<file path="src/hdl/wmi_ram.sv">
// wmi_ram: generic single write port, single read port ram with registered read
// no dependencies
module wmi_ram #(
    parameter int WIDTH = 8,
    parameter int DEPTH = 16
) (
    input  logic                     aclk,
    input  logic                     wr_en,
    input  logic [$clog2(DEPTH)-1:0] wr_addr,
    input  logic [WIDTH-1:0]         wr_data,
    input  logic [$clog2(DEPTH)-1:0] rd_addr,
    output logic [WIDTH-1:0]         rd_data
);

    logic [WIDTH-1:0] mem_reg [DEPTH];
    logic [WIDTH-1:0] rd_data_reg;

    always_ff @(posedge aclk) begin
        if (wr_en) begin
            mem_reg[wr_addr] <= wr_data;
        end
        rd_data_reg <= mem_reg[rd_addr];
    end

    assign rd_data = rd_data_reg;

endmodule

</file>
<file path="config.mk">
export PLATFORM = sky130hd
export DESIGN_NAME = wmi_ram
export DESIGN_NICKNAME = d
export VERILOG_FILES = /design/src/hdl/wmi_ram.sv
export SDC_FILE = /design/constraint.sdc
export NUM_CORES = 1
export LEC_CHECK = 0
export ABC_CLOCK_PERIOD_IN_PS = 1700
export BUFFER_PORTS_ARGS = -buffer_cell sky130_fd_sc_hd__buf_4
export CAP_MARGIN = 30
export CORE_ASPECT_RATIO = 0.5
export CORE_MARGIN = 2
export CORE_UTILIZATION = 50
export CTS_CLUSTER_DIAMETER = 120
export DETAILED_ROUTE_END_ITERATION = 12
export PLACE_DENSITY = 0.78
export SLEW_MARGIN = 15
export SYNTH_ARGS = -nofsm -noshare
export SYNTH_HDL_FRONTEND = slang
export SYNTH_SLANG_ARGS = --single-unit
</file>
<file path="constraint.sdc">
create_clock -name aclk -period 1.7 [get_ports aclk]
set_input_delay 0.17 -clock aclk [delete_from_list [all_inputs] [get_ports aclk]]
set_output_delay 0.17 -clock aclk [all_outputs]
set_load 0.03 [all_outputs]
</file>
==> run_results.csv, run 1 <==
group,metric,value,unit
placed_design,gp_congestion,0.772,
floorplan,die_area,11200,um2
hold_path,hp-class,"input port to flop",
route,first_pass_iters,5,
logic_synthesis,muxShareOfSynthArea,15.0,%
timing,maxSlewViolCount,0,
hold_path,hold_end,"mem_reg[9][4]",
global_routing,use_met1,27.3,%
critical_path,worstReg2RegEnd,"rd_data[1]",
floorplan,die_y,75.7,um
global_routing,met3_usage,6.11,%
timing,rsz0062_at_grt,"no",
logic_synthesis,synthSimpleGateAreaFrac,3.18,%
timing,fmax,0.680,GHz
route,via_per_inst,5.93,
run_status,status,"complete, no violations",
global_routing,use_met2,31.2,%
floorplan,num_rows,26,
timing,setup_viol,0,
floorplan,pin_count,26,
logic_synthesis,syn_inst,229,
timing,skew,0.00524,ns
finish,fillers,640,
timing,finalSetupTns,0,ns
hold_path,holdCritStartpoint,"wr_data[4]",
placed_design,dp_hpwl,6300,um
timing,fin_crit,1.47,ns
critical_path,critical_path.max_fanout,1,
logic_synthesis,synth-async-reset-ratio,0,%
logic_synthesis,ys_types,19,
power,p_leak,0.00215,uW
clock_tree,clkLatencyLatePin,0.42,ns
clock_tree,postCtsSetupBuffers,0,
global_routing,overflow,0,
clock_tree,clockBufferDepth,2,
critical_path,start_kind,"flop",
clock_tree,clkSlewWorstSetupHoldPaths,0.06,ns
finish,largest_reg_flops,128,
clock_tree,cts_hold_buf,0,
route,antenna_left,0,
finish,drive_gt1_share,32.9,%
power,vdd_drop_max,0.782,mV
global_routing,grt.busiest_layer,"met2",
clock_tree,cts_sinks,136,
timing,finalHoldViolCount,0,
critical_path,rrSetupSlack,0.23,ns
clock_tree,numCtsBuffers,17,
logic_synthesis,synth_seq_cells,136,
route,drt-initial-drc-count,315,
finish,num_antenna_cells,0,
logic_synthesis,syn-num-nets,247,
critical_path,worstPathRequired,2.00,ns
placed_design,portBuffers,25,
logic_synthesis,synth_top_family_by_area,"multiplexers",
route,route.vias.total,2597,
finish,layout.nets,303,
timing,tightest_slew,0.630,ns
critical_path,worstSetupPathType,"flop to flop",
logic_synthesis,synth-xor-area-share,0,%
clock_tree,cts_max_level,4,
logic_synthesis,synth_edf_count,128,
critical_path,r2r_cells,3,
global_routing,grt_max_degree,17,
floorplan,die_w,147,um
global_routing,grt_pass1_wl,15400,um
logic_synthesis,synth_compound_area_share,2.33,%
logic_synthesis,syn_avg_cell_area,22.5,um2
logic_synthesis,yosysWarningCount,0,
logic_synthesis,synth_fa_ha_area_share,0,%
timing,holdWs,0.0683,ns
floorplan,core,10100,um2
logic_synthesis,yosysSeqAreaShare,77.8,%
logic_synthesis,dominantRegCellSynth,"edfxtp_1",
global_routing,antenna_found_initial,0,
route,post-route-drc-count,0,
global_routing,first_global_vias,2539,
hold_path,hold_depth,1,
route,drt-total-wl,10400,um
global_routing,grtUsageTotal,20.0,%
route,detail_route.wl_per_cell,23.7,um
logic_synthesis,synth_area,5150,um2
critical_path,reg2reg_from,"mem_reg[3][1]",
run,max_cap_violations,0,
floorplan,initial_core_util,50.9,%
clock_tree,cts-resized-gates,0,
timing,fin_crit_sh,86.5,%
clock_tree,ctsRootBufferMaster,"clkbuf_16",
finish,area_growth_syn_to_layout,22.7,%
timing,slew_headroom,57.8,%
critical_path,arrival,1.76,ns
power,p_per_area,1320,nW/um2
clock_tree,tritoncts,"built",
critical_path,critPathCaptureType,"flop",
[cell type report]
type | instances | area, um2 | area share [%]
flip-flops and latches | 136 | 4000 | 63.4
multi-input cells | 83 | 1060 | 16.7
clock buffers | 17 | 425 | 6.74
repair buffers | 47 | 403 | 6.38
clock inverters | 15 | 250 | 3.96
well taps | 140 | 175 | 2.77
[layer usage]
metal	part of all wire, %	up-vias
li1	-	1087
met1	42	1352
met2	47	142
met3	8.4	16
met4	1.9	0
met5	0	-
[worst max path at each step]
stage / start / to / slack (ns)
6_report: mem_reg[3][1] / rd_data[1] / 0.23
3_3_place_gp: rd_addr[0] / rd_data[1] / 0.09
3_5_place_dp: rd_addr[0] / rd_data[0] / 0.03
5_1_grt: mem_reg[1][0] / rd_data[0] / 0.20
2_1_floorplan: wr_addr[2] / mem_reg[0][0] / 0.04
4_1_cts: mem_reg[3][1] / rd_data[1] / 0.26
[worst max-delay path: stages, from the launching register on]
cell,delay (ns)
edfxtp_1,0.40
mux4_1,0.49
a22oi_1,0.35
nand2_1,0.10
[Yosys cell counts, types with 2 or more instances]
cell | number | area share [%]
nand3b_1 | 2 | 0.29
a22oi_1 | 16 | 2.3
mux4_2 | 18 | 7.9
nor2_1 | 13 | 0.95
buf_6 | 3 | 0.66
dfxtp_1 | 8 | 3.1
buf_2 | 3 | 0.29
edfxtp_1 | 128 | 75
nand2_1 | 9 | 0.66
nand2b_1 | 2 | 0.24
nor3_1 | 4 | 0.39
clkdlybuf4s25_2 | 3 | 0.58
mux4_1 | 14 | 7.1
[cells by family after synthesis]
kind of cell	count (synthesis)
AOI/OAI and AO/OA	16
buffers and inverters	10
and+or+nand+nor	35
muxes	32
DFF	136
[placed cells by master (no fill, tap or decap), types with 6 or more instances in the layout]
cell type,instances
clkinvlp_4,7
mux4_2,18
nand2_1,9
clkbuf_16,17
buf_4,43
a22oi_1,16
dfxtp_1,8
edfxtp_1,128
bufinv_16,6
mux4_1,14
nor2_1,13
[power breakdown]
| part | internal [uW] | switching [uW] |
|---|---|---|
| combinational | 186 | 247 |
| clock | 2750 | 1400 |
| sequential | 3750 | 23.1 |
| total | 6690 | 1670 |
[stage by stage]
| step | power, uW | instances | setup WS (ns) | util (%) | cell area, um2 |
|---|---|---|---|---|---|
| after floorplan | 4070 | 229 | 0.0371 | - | 5150 |
| after global placement | 4250 | 406 | 0.0920 | 55.7 | 5640 |
| after detailed placement | 4270 | 406 | 0.0346 | 55.7 | 5640 |
| after CTS | 8420 | 438 | 0.263 | 62.4 | 6310 |
| after global routing | 8590 | 438 | 0.203 | 62.4 | 6310 |
| final | 8350 | 438 | 0.230 | 62.4 | 6310 |
Power figures use the tool's default switching activity.
==> inputs of run 2 (changes only) <==
--- a/config.mk
+++ b/config.mk
@@ -14,5 +14,5 @@
 export CTS_CLUSTER_DIAMETER = 120
 export DETAILED_ROUTE_END_ITERATION = 12
-export PLACE_DENSITY = 0.78
+export PLACE_DENSITY = 0.7
 export SLEW_MARGIN = 15
 export SYNTH_ARGS = -nofsm -noshare
==> constraint.sdc (replaced) <==
create_clock -name aclk -period 1.7 [get_ports aclk]
set_input_delay 0.34 -clock aclk [delete_from_list [all_inputs] [get_ports aclk]]
set_output_delay 0.34 -clock aclk [all_outputs]
set_load 0.03 [all_outputs]
==> run_results.csv, run 2 (same netlist as run 1, synthesis figures left out) <==
group,metric,value,unit
timing,fmax,0.714,GHz
clock_tree,tritoncts,"built",
critical_path,setup.worst_path.start,"mem_reg[5][2]",
timing,setup_viol,0,
critical_path,worstPathRequired,1.99,ns
critical_path,reg2reg_from,"mem_reg[5][2]",
route,via_per_inst,5.67,
global_routing,grt_pass1_wl,14700,um
route,route.vias.total,2505,
critical_path,worstReg2RegEnd,"rd_data[2]",
timing,tightest_slew,0.732,ns
floorplan,pin_count,26,
critical_path,critPathCaptureType,"flop",
finish,mostFrequentLayoutCells,"edfxtp_1 (128), buf_4 (50), mux4_2 (18)",
critical_path,critPathCapture,"rd_data[2]",
placed_design,portBuffers,25,
placed_design,dp_hpwl,6290,um
critical_path,critical_path.max_fanout,1,
route,post-route-drc-count,0,
critical_path,rrSetupSlack,0.30,ns
power,total_power,8230,uW
power,vdd_drop_max,0.820,mV
finish,layout.nets,308,
finish,num_antenna_cells,0,
clock_tree,cts-resized-gates,0,
finish,design_area,6310,um2
clock_tree,clockBufferDepth,2,
global_routing,grtUsageTotal,19.3,%
floorplan,die_w,147,um
clock_tree,numCtsBuffers,17,
timing,maxSlewViolCount,0,
global_routing,first_global_vias,2545,
placed_design,gp_congestion,0.821,
hold_path,holdCritStartpoint,"wr_data[1]",
floorplan,num_rows,26,
route,detail_route.wl_per_cell,22.2,um
hold_path,hold_depth,1,
global_routing,overflow,0,
clock_tree,ctsRootBufferMaster,"clkbuf_16",
clock_tree,clkSlewWorstSetupHoldPaths,0.06,ns
run_status,status,"complete, no violations",
clock_tree,cts_sinks,136,
route,drt-total-wl,9810,um
finish,layout_commonest_cell,"edfxtp_1",
timing,fin_crit_sh,82.4,%
global_routing,antenna_found_initial,0,
run,max_cap_violations,0,
clock_tree,cts_max_level,4,
critical_path,start_kind,"flop",
power,p_leak,0.00219,uW
route,first_pass_iters,4,
finish,area_growth_syn_to_layout,22.6,%
floorplan,die_y,75.7,um
clock_tree,cts_hold_buf,0,
timing,finalHoldViolCount,0,
timing,rsz0062_at_grt,"no",
timing,fin_crit,1.40,ns
critical_path,arrival,1.69,ns
route,antenna_left,0,
timing,skew,0.00559,ns
placed_design,post_dp_cell_area,5660,um2
clock_tree,postCtsSetupBuffers,0,
critical_path,worstSetupPathType,"flop to flop",
critical_path,r2r_cells,3,
finish,largest_reg_flops,128,
clock_tree,clkLatencyLatePin,0.41,ns
timing,slew_headroom,51.0,%
hold_path,hp-class,"input port to flop",
global_routing,grt_max_degree,17,
route,drt-initial-drc-count,192,
floorplan,initial_core_util,50.9,%
floorplan,die_area,11200,um2
power,p_per_area,1300,nW/um2
floorplan,core,10100,um2
finish,drive_gt1_share,33.8,%
## run 2: layer usage
metal  vias up  GRT usage [%]  share of wire [%]
li1       1096              -                  -
met1      1310           26.1                 46
met2        79           29.6                 46
met3        20           5.21                5.6
met4         0           10.1                2.3
met5         -              0                  0
## run 2: metrics by stage
step / hold slack, ns / cells / utilization [%] / setup TNS, ns / worst slack, ns
2_1_floorplan: 0.439 / 229 / - / 0 / 0.0939
3_3_place_gp: 0.636 / 411 / 55.9 / -0.146 / -0.0800
3_5_place_dp: 0.657 / 411 / 55.9 / -0.168 / -0.0676
4_1_cts: 0.219 / 442 / 62.4 / 0 / 0.322
5_1_grt: 0.228 / 442 / 62.4 / 0 / 0.274
6_report: 0.236 / 442 / 62.4 / 0 / 0.300
## run 2: final cells by class
type	instances	area (um2)
Clock buffer	17	425
Tap cell	140	175
Timing Repair Buffer	52	415
Clock inverter	14	230
Fill cell	664	3800
Multi-Input combinational cell	83	1060
Sequential cell	136	4000
## run 2: how the worst min path moves through the flow
stage / endpoint / slack [ns]
CTS: mem_reg[12][1] / 0.22
detailed placement: mem_reg[4][0] / 0.66
global placement: mem_reg[12][1] / 0.64
finish: mem_reg[12][1] / 0.24
floorplan: mem_reg[0][0] / 0.44
global route: mem_reg[9][1] / 0.23
## run 2: critical path, cell delays in order (launching register included)
cell and delay, ns:
edfxtp_1 0.34, mux4_1 0.55, a22oi_1 0.31, nand2_1 0.09
## run 2: report_power, final
part           total, uW  internal [uW]  switching [uW]  leakage (uW)
clock               4030           2730            1300      0.000324
combinational        428            186             242      0.000641
sequential          3770           3750            22.1       0.00122
total               8230           6660            1570       0.00219
